<file path="src/hdl/dqs_pkg.sv">
// ---------------------------------------------------------------------------
// dqs_pkg: shared types and codes for the double-ended queue
// Field widths, command and status codes, and the result word layout.
// ---------------------------------------------------------------------------
package dqs_pkg;

  localparam int unsigned CMD_W  = 3;
  localparam int unsigned DATA_W = 32;
  localparam int unsigned STAT_W = 2;
  localparam int unsigned OCC_W  = 7;

  // command codes
  localparam logic [CMD_W-1:0] CMD_PUSH_FRONT = 3'd0;
  localparam logic [CMD_W-1:0] CMD_PUSH_BACK  = 3'd1;
  localparam logic [CMD_W-1:0] CMD_POP_FRONT  = 3'd2;
  localparam logic [CMD_W-1:0] CMD_POP_BACK   = 3'd3;
  localparam logic [CMD_W-1:0] CMD_SEARCH     = 3'd4;

  // status codes
  localparam logic [STAT_W-1:0] STAT_OK    = 2'd0;
  localparam logic [STAT_W-1:0] STAT_EMPTY = 2'd1;
  localparam logic [STAT_W-1:0] STAT_FULL  = 2'd2;

  // one result word
  typedef struct packed {
    logic signed [DATA_W-1:0] popped_value;
    logic                     found;
    logic [STAT_W-1:0]        status;
    logic [OCC_W-1:0]         occupancy;
  } result_t;

endpackage

</file>
<file path="src/hdl/dqs_if.sv">
// ---------------------------------------------------------------------------
// dqs interfaces: command and result channels
// Valid/ready channels; a word moves when valid and ready are both high.
// ---------------------------------------------------------------------------
interface dqs_item_if;
  logic                                valid;
  logic                                ready;
  logic [dqs_pkg::CMD_W-1:0]           command;
  logic signed [dqs_pkg::DATA_W-1:0]   value;

  modport source (output valid, command, value, input ready);
  modport sink   (input valid, command, value, output ready);
endinterface

interface dqs_result_if;
  logic                                valid;
  logic                                ready;
  logic signed [dqs_pkg::DATA_W-1:0]   popped_value;
  logic                                found;
  logic [dqs_pkg::STAT_W-1:0]          status;
  logic [dqs_pkg::OCC_W-1:0]           occupancy;

  modport source (output valid, popped_value, found, status, occupancy, input ready);
  modport sink   (input valid, popped_value, found, status, occupancy, output ready);
endinterface

</file>
<file path="src/hdl/dqs_ram.sv">
// ---------------------------------------------------------------------------
// dqs_ram: generic memory, one write port and two registered read ports
// Read data appears in the cycle after the address is presented.
// ---------------------------------------------------------------------------
module dqs_ram #(
  parameter int unsigned Width = 32,
  parameter int unsigned Depth = 64,
  localparam int unsigned AddrW = (Depth > 1) ? $clog2(Depth) : 1
) (
  input  logic             clk_i,
  input  logic             we_i,
  input  logic [AddrW-1:0] waddr_i,
  input  logic [Width-1:0] wdata_i,
  input  logic [AddrW-1:0] raddr_a_i,
  output logic [Width-1:0] rdata_a_o,
  input  logic [AddrW-1:0] raddr_b_i,
  output logic [Width-1:0] rdata_b_o
);

  logic [Width-1:0] mem_q [Depth];

  // write port
  always_ff @(posedge clk_i) begin
    if (we_i) begin
      mem_q[waddr_i] <= wdata_i;
    end
  end

  // registered read ports
  always_ff @(posedge clk_i) begin
    rdata_a_o <= mem_q[raddr_a_i];
    rdata_b_o <= mem_q[raddr_b_i];
  end

endmodule

</file>
<file path="src/hdl/double_ended_queue_with_search.sv">
// Results: push, failed pop, empty search and unused codes pass their result to the output register
//   (or the holding slot when it is busy); a pop first reads the memory, then passes the word on in ST_POP.
// Search reads both ends of the ring at once through the two memory read ports,
//   walking inward from both ends and stopping early when the key hits.
// Throughput: one command at a time; pushes run at one per cycle while the result holding slot is free.
// Reset: queue empty, front at entry 0; memory contents stay undefined until written.
// ---------------------------------------------------------------------------
// double_ended_queue_with_search: bounded deque in a ring memory with key search
// Front pointer and count live in registers, words in a two-read-port RAM.
// ---------------------------------------------------------------------------
module double_ended_queue_with_search #(
  parameter int unsigned DEPTH = 64
) (
  input  logic           clk_i,
  input  logic           rst_ni,
  dqs_item_if.sink       item_i,
  dqs_result_if.source   result_o
);

  localparam int unsigned AW = $clog2(DEPTH);
  localparam int unsigned CW = $clog2(DEPTH + 1);
  localparam int unsigned SW = AW + 1;
  localparam logic [AW-1:0] LAST_IDX = AW'(DEPTH - 1);
  localparam logic [SW-1:0] DEPTH_S  = SW'(DEPTH);
  localparam logic [CW-1:0] DEPTH_C  = CW'(DEPTH);

  typedef enum logic [1:0] {
    ST_IDLE,
    ST_POP,
    ST_SRCH
  } state_e;

  state_e                 state_q, state_d;
  logic [AW-1:0]          front_q, front_d;
  logic [CW-1:0]          count_q, count_d;
  logic [dqs_pkg::DATA_W-1:0] key_q, key_d;
  logic [AW-1:0]          ra_q, ra_d;
  logic [AW-1:0]          rb_q, rb_d;
  logic [CW-1:0]          left_q, left_d;
  logic                   chk_q, chk_d;
  logic                   out_valid_q, out_valid_d;
  dqs_pkg::result_t       out_res_q, out_res_d;
  logic                   hold_valid_q, hold_valid_d;
  dqs_pkg::result_t       hold_res_q, hold_res_d;

  logic                   accept;
  logic                   out_take, out_free;
  logic                   done;
  dqs_pkg::result_t       done_res;
  logic                   is_empty, is_full;
  logic [AW-1:0]          front_dec, front_inc, tail_idx, back_idx;
  logic [SW-1:0]          tail_sum, back_sum;
  logic                   we;
  logic [AW-1:0]          waddr, raddr_a;
  logic [dqs_pkg::DATA_W-1:0] rdata_a, rdata_b;
  logic                   hit;

  assign accept   = item_i.valid && item_i.ready;
  assign out_take = out_valid_q && result_o.ready;
  assign out_free = !out_valid_q || out_take;
  assign is_empty = (count_q == '0);
  assign is_full  = (count_q >= DEPTH_C);

  // ring positions around the front pointer
  assign front_dec = (front_q == '0) ? LAST_IDX : front_q - AW'(1);
  assign front_inc = (front_q == LAST_IDX) ? '0 : front_q + AW'(1);
  assign tail_sum  = SW'(front_q) + SW'(count_q);
  assign tail_idx  = (tail_sum >= DEPTH_S) ? AW'(tail_sum - DEPTH_S) : AW'(tail_sum);
  assign back_sum  = tail_sum - SW'(1);
  assign back_idx  = (back_sum >= DEPTH_S) ? AW'(back_sum - DEPTH_S) : AW'(back_sum);

  // memory write on a push with room
  assign we    = accept && !is_full &&
                 (item_i.command == dqs_pkg::CMD_PUSH_FRONT ||
                  item_i.command == dqs_pkg::CMD_PUSH_BACK);
  assign waddr = (item_i.command == dqs_pkg::CMD_PUSH_FRONT) ? front_dec : tail_idx;

  // port a serves pops when idle and the front-side walk during search
  assign raddr_a = (state_q == ST_SRCH) ? ra_q :
                   (item_i.command == dqs_pkg::CMD_POP_BACK) ? back_idx : front_q;

  dqs_ram #(
    .Width (dqs_pkg::DATA_W),
    .Depth (DEPTH)
  ) u_store (
    .clk_i     (clk_i),
    .we_i      (we),
    .waddr_i   (waddr),
    .wdata_i   (item_i.value),
    .raddr_a_i (raddr_a),
    .rdata_a_o (rdata_a),
    .raddr_b_i (rb_q),
    .rdata_b_o (rdata_b)
  );

  assign hit = (rdata_a == key_q) || (rdata_b == key_q);

  assign item_i.ready = (state_q == ST_IDLE) && !hold_valid_q;

  // command sequencer
  always_comb begin
    state_d  = state_q;
    front_d  = front_q;
    count_d  = count_q;
    key_d    = key_q;
    ra_d     = ra_q;
    rb_d     = rb_q;
    left_d   = left_q;
    chk_d    = 1'b0;
    done     = 1'b0;
    done_res = '0;
    case (state_q)
      ST_IDLE: begin
        if (accept) begin
          case (item_i.command)
            dqs_pkg::CMD_PUSH_FRONT: begin
              done = 1'b1;
              if (is_full) begin
                done_res.status = dqs_pkg::STAT_FULL;
              end else begin
                front_d = front_dec;
                count_d = count_q + CW'(1);
              end
            end
            dqs_pkg::CMD_PUSH_BACK: begin
              done = 1'b1;
              if (is_full) begin
                done_res.status = dqs_pkg::STAT_FULL;
              end else begin
                count_d = count_q + CW'(1);
              end
            end
            dqs_pkg::CMD_POP_FRONT: begin
              if (is_empty) begin
                done            = 1'b1;
                done_res.status = dqs_pkg::STAT_EMPTY;
              end else begin
                front_d = front_inc;
                count_d = count_q - CW'(1);
                state_d = ST_POP;
              end
            end
            dqs_pkg::CMD_POP_BACK: begin
              if (is_empty) begin
                done            = 1'b1;
                done_res.status = dqs_pkg::STAT_EMPTY;
              end else begin
                count_d = count_q - CW'(1);
                state_d = ST_POP;
              end
            end
            dqs_pkg::CMD_SEARCH: begin
              if (is_empty) begin
                done = 1'b1;
              end else begin
                key_d   = item_i.value;
                ra_d    = front_q;
                rb_d    = back_idx;
                left_d  = CW'((SW'(count_q) + SW'(1)) >> 1);
                state_d = ST_SRCH;
              end
            end
            default: begin
              done = 1'b1;
            end
          endcase
          done_res.occupancy = dqs_pkg::OCC_W'(count_d);
        end
      end
      ST_POP: begin
        done                  = 1'b1;
        done_res.popped_value = rdata_a;
        done_res.occupancy    = dqs_pkg::OCC_W'(count_q);
        state_d               = ST_IDLE;
      end
      ST_SRCH: begin
        // issue one read at each end, compare the pair read last cycle
        if (left_q != '0) begin
          chk_d  = 1'b1;
          left_d = left_q - CW'(1);
          ra_d   = (ra_q == LAST_IDX) ? '0 : ra_q + AW'(1);
          rb_d   = (rb_q == '0) ? LAST_IDX : rb_q - AW'(1);
        end
        if (chk_q && (hit || left_q == '0)) begin
          done               = 1'b1;
          done_res.found     = hit;
          done_res.occupancy = dqs_pkg::OCC_W'(count_q);
          state_d            = ST_IDLE;
        end
      end
      default: begin
        state_d = ST_IDLE;
      end
    endcase
  end

  // output register with one holding slot behind it
  always_comb begin
    out_valid_d  = out_valid_q;
    out_res_d    = out_res_q;
    hold_valid_d = hold_valid_q;
    hold_res_d   = hold_res_q;
    if (done) begin
      if (out_free) begin
        out_valid_d = 1'b1;
        out_res_d   = done_res;
      end else begin
        hold_valid_d = 1'b1;
        hold_res_d   = done_res;
      end
    end else if (hold_valid_q && out_free) begin
      out_valid_d  = 1'b1;
      out_res_d    = hold_res_q;
      hold_valid_d = 1'b0;
    end else if (out_take) begin
      out_valid_d = 1'b0;
    end
  end

  always_ff @(posedge clk_i or negedge rst_ni) begin
    if (!rst_ni) begin
      state_q      <= ST_IDLE;
      front_q      <= '0;
      count_q      <= '0;
      left_q       <= '0;
      chk_q        <= 1'b0;
      out_valid_q  <= 1'b0;
      hold_valid_q <= 1'b0;
    end else begin
      state_q      <= state_d;
      front_q      <= front_d;
      count_q      <= count_d;
      left_q       <= left_d;
      chk_q        <= chk_d;
      out_valid_q  <= out_valid_d;
      hold_valid_q <= hold_valid_d;
    end
  end

  // payload registers
  always_ff @(posedge clk_i) begin
    key_q      <= key_d;
    ra_q       <= ra_d;
    rb_q       <= rb_d;
    out_res_q  <= out_res_d;
    hold_res_q <= hold_res_d;
  end

  assign result_o.valid        = out_valid_q;
  assign result_o.popped_value = out_res_q.popped_value;
  assign result_o.found        = out_res_q.found;
  assign result_o.status       = out_res_q.status;
  assign result_o.occupancy    = out_res_q.occupancy;

endmodule
</file>
<file path="src/flat_wrapper.sv">
// flat-port wrapper written by rule: the top's interface ports become plain ports
module double_ended_queue_with_search_flat 
#(
  parameter int unsigned DEPTH = 64
)
  (clk_i, rst_ni, item_i_valid, item_i_command, item_i_value, item_i_ready, result_o_valid, result_o_popped_value, result_o_found, result_o_status, result_o_occupancy, result_o_ready);
  dqs_item_if item_i_i ();
  dqs_result_if result_o_i ();
  input  logic clk_i;
  input  logic rst_ni;
  input wire logic [$bits(item_i_i.valid)-1:0] item_i_valid;
  input wire logic [$bits(item_i_i.command)-1:0] item_i_command;
  input wire logic [$bits(item_i_i.value)-1:0] item_i_value;
  output wire logic [$bits(item_i_i.ready)-1:0] item_i_ready;
  output wire logic [$bits(result_o_i.valid)-1:0] result_o_valid;
  output wire logic [$bits(result_o_i.popped_value)-1:0] result_o_popped_value;
  output wire logic [$bits(result_o_i.found)-1:0] result_o_found;
  output wire logic [$bits(result_o_i.status)-1:0] result_o_status;
  output wire logic [$bits(result_o_i.occupancy)-1:0] result_o_occupancy;
  input wire logic [$bits(result_o_i.ready)-1:0] result_o_ready;
  assign item_i_i.valid = item_i_valid;
  assign item_i_i.command = item_i_command;
  assign item_i_i.value = item_i_value;
  assign item_i_ready = item_i_i.ready;
  assign result_o_valid = result_o_i.valid;
  assign result_o_popped_value = result_o_i.popped_value;
  assign result_o_found = result_o_i.found;
  assign result_o_status = result_o_i.status;
  assign result_o_occupancy = result_o_i.occupancy;
  assign result_o_i.ready = result_o_ready;
  double_ended_queue_with_search #(.DEPTH(DEPTH)) u_core (.clk_i(clk_i), .rst_ni(rst_ni), .item_i(item_i_i), .result_o(result_o_i));
endmodule
</file>
<file path="config.mk">
export PLATFORM = sky130hd
export DESIGN_NAME = double_ended_queue_with_search_flat
export DESIGN_NICKNAME = d
export VERILOG_FILES = /design/src/hdl/dqs_pkg.sv /design/src/hdl/dqs_if.sv /design/src/hdl/dqs_ram.sv /design/src/hdl/double_ended_queue_with_search.sv /design/src/flat_wrapper.sv
export SDC_FILE = /design/constraint.sdc
export NUM_CORES = 2
export LEC_CHECK = 0
export BUFFER_PORTS_ARGS = -buffer_cell sky130_fd_sc_hd__buf_2
export CAP_MARGIN = 0
export CORE_UTILIZATION = 58
export DETAILED_ROUTE_END_ITERATION = 8
export PLACE_DENSITY = 0.76
export SLEW_MARGIN = 25
export SYNTH_ARGS = -nofsm -noshare
export SYNTH_HDL_FRONTEND = slang
export SYNTH_SLANG_ARGS = --single-unit
</file>
<file path="constraint.sdc">
create_clock -name clk_i -period 5.9 [get_ports clk_i]
set_input_delay 1.18 -clock clk_i [delete_from_list [all_inputs] [get_ports clk_i]]
set_output_delay 1.18 -clock clk_i [all_outputs]
set_load 0.03 [all_outputs]
</file>
==> impl_metrics.ini <==
[timing]
final.min_clock_period_ps = 5314
skew_ps = 42.73
tightest_slew_ps = 1213
period_share = 0.9007
slew_headroom = 0.1911
finalSetupViolations = 0
fmax_ghz = 0.1882
final_max_slew_viol_count = 0
rsz0062_at_grt = no
hold_viol = 0
fin_tns_setup_ps = 0

[cells_and_area]
drive_gt1_frac = 0.1964
layout_commonest_cell = edfxtp_1
layout.nets = 7174
nFillCells = 12670
design_area_um2 = 121900
most-common-layout-cells = edfxtp_1, o21ai_0, mux4_2
syn_to_final_growth_pct = 9.862
finish.utilization = 0.6414

[clocking]
cts_resized = 0
htreeDepth = 4
post-cts-setup-buffer-count = 0
numCtsBuffers = 221
clock-root-buffer = clkbuf_16
holdBufCountCts = 0
cts_buffer_depth = 3
cts_tree = built
clock_latency_ps = 910
clock_sinks = 2265
clkTransAtPathRegs_ps = 70

[critical_path]
worstSetupStartpointType = register
endpoint = u_core.u_store.rdata_a_o[3]
reg2reg_slack_ps = 590
path_class = reg -> reg
path_delay_family = multiplexers
crit_buf_inv = 4
rr_worst_depth = 15
end_kind = register
timing.rr.start = u_core.front_q[0]
r2r_end = u_core.u_store.rdata_a_o[3]
critPathRequiredTime_ps = 6630
crit_cells = 15
cp-startpoint = u_core.front_q[0]
worstPathCellList = ha_1, fa_1, inv_1, ha_1, nor2b_1, a221oi_4, buf_12, or2_4, buf_12, buf_4, a32oi_1, mux2i_1, mux2i_1, mux2i_1, mux2i_1
crit_path_max_incr_delay_ps = 700
cp_slowest_cell = mux2i_1
arrival_ps = 6050
cp_max_fo = 56
cp_common_cell = mux2i_1

[global_route]
overflow = 0
grt_pass1_vias = 77290
antenna_found_initial = 30
grt_start_max_net_pins = 236
grt.total_usage = 0.3744
grt_pass1_wl_um = 525400

[placed_design]
port_buffers = 82
place_hpwl_um = 196400
post_dp_cell_area_um2 = 114500
globalplace.congestion = 0.9230

[hold_path]
hold_class = in -> async

[route]
drt-total-wl_um = 367900
drc = 0
first_pass_iters = 8
dr.first_iter.drc_count = 15760
drtAntennaViolNets = 0
routed_via_density = 8.152
drt-wirelength-per-cell_um = 37.37
vias = 80280

[floorplan]
die-area_um2 = 193000
core_area_um2 = 190000
dieWidth_um = 439.3
die_h_um = 439.3
ios = 83
initial_core_util = 0.5838
num_rows = 160

[synth]
syn_nets = 7466
syn-cell-area_um2 = 110900
ys_ff_latch = 2265
synth.distinct_cells = 67
netlist_top_cells_area = edfxtp_1, mux4_2, o21ai_0
syn_area_per_cell_um2 = 14.97
ys.flop_type = edfxtp_1
synth-edff-count = 2176
async_flop_share = 0.01104
synth_top_area_cell = edfxtp_1
synth_warnings = 0
synth_cells = 7411
yosysSeqAreaShare = 0.6063
post-synth-top-area-fraction = 0.5891

[run]
timing.max_cap.violations = 0

[power]
p_leak_nw = 38.81
p_total_mw = 38.55
p_per_area_nw_per_um2 = 316.3
ir_worst_vdd_mv = 0.2877

[run_status]
run_status = completed
-- where the power goes --
| part | switching [mW] | internal, mW |
|---|---|---|
| Clock | 6.29 | 7.90 |
| Sequential | 0.446 | 17.8 |
| Combinational | 3.93 | 2.13 |
-- registers in the layout, indices dropped and copies added (netlist names), 2 cells and up --
signal                        count
u_core.rb_q                       6
u_core.ra_q                       6
u_core.result_o.popped_value     32
u_core.u_store.rdata_b_o         32
u_core.state_q                    2
u_core.result_o.occupancy         7
u_core.u_store.rdata_a_o         32
u_core.result_o.status            2
u_core.key_q                     32
u_core.hold_res_q                42
u_core.left_q                     7
u_core.front_q                    6
u_core.count_q                    7
u_core.u_store.mem_q           2048
-- worst min-delay path by stage --
stage	cells after the start	from	endpoint	slack (ps)
6_report	1	rst_ni	u_core.left_q[6]	300
5_1_grt	1	rst_ni	u_core.left_q[6]	340
4_1_cts	1	rst_ni	u_core.chk_q	270
3_5_place_dp	1	u_core.hold_res_q[9]	u_core.result_o.found	500
3_3_place_gp	1	u_core.hold_valid_q	u_core.hold_valid_q	500
2_1_floorplan	2	u_core.hold_valid_q	u_core.result_o.valid	470
-- per-layer routing --
layer  routed length [um]  GRT usage  up-vias
li1                     -          -    30810
met1               120100     0.4841    39670
met2               159700     0.5387     8139
met3                61720     0.1328     1630
met4                26020     0.2381       32
met5                  371   0.007196        -
-- worst register-to-register path, stage by stage, from the launching register on --
cell and delay, ps:
dfrtp_1 530, ha_1 300, fa_1 570, inv_1 70, ha_1 310, nor2b_1 80
a221oi_4 260, buf_12 330, or2_4 610, buf_12 390, buf_4 360, a32oi_1 160
mux2i_1 160, mux2i_1 180, mux2i_1 700, mux2i_1 170
-- cells in the mapped netlist (5+ instances only) --
cell type,instances
nand2_1,55
nand3_1,531
edfxtp_1,2176
a21oi_1,28
nand4_1,16
nor3b_1,5
nor3_1,46
inv_1,18
ha_1,15
mux2_2,9
nor2_1,67
a22oi_1,6
nand2b_1,5
clkbuf_1,660
xnor2_1,81
nor4_1,6
a21o_1,49
and3_1,7
mux2i_1,480
xor2_1,7
buf_2,130
a32oi_1,512
mux4_2,672
o21ai_0,1058
buf_1,66
dfrtp_1,25
a311oi_1,512
dfxtp_1,64
and2_1,36
-- stage by stage --
| stage | worst slack (ps) | hold WS [ps] | cells |
|---|---|---|---|
| after floorplan | 121.1 | 471.7 | 7411 |
| after global placement | 951.9 | 495.2 | 9403 |
| after detailed placement | 921.8 | 502.7 | 9406 |
| after CTS | 872.8 | 269.5 | 9823 |
| after global routing | 629.9 | 338.2 | 9833 |
| final | 586.1 | 300.2 | 9847 |
-- final cells by class --
class                           instances  area [um^2]  share of cell area
Tap cell                             2511         3142             0.02578
Clock inverter                        125         1265             0.01038
Inverter                               20        75.07           0.0006161
Multi-Input combinational cell       4264        40680              0.3338
Antenna cell                           23        57.56           0.0004723
Sequential cell                      2265        67250              0.5519
Timing Repair Buffer                  347         3438             0.02822
Clock buffer                          292         5949             0.04882
-- kinds of logic (layout without fill, tap and decap cells) --
kind of cell             Yosys count  count (layout)  share of synthesized area
flip-flops                      2265            2265                     0.6063
AO/OA/AOI/OAI                   2206            2206                     0.1367
multiplexers                    1161            1161                     0.1807
buffers and inverters            882             784                    0.03147
AND/OR/NAND/NOR                  792             792                    0.03578
XOR/XNOR                          89              89                   0.007163
adder cells (fa/ha/maj)           16              16                   0.001873
other                              0              23                          0
No activity file was read; power rests on OpenSTA's default activity.
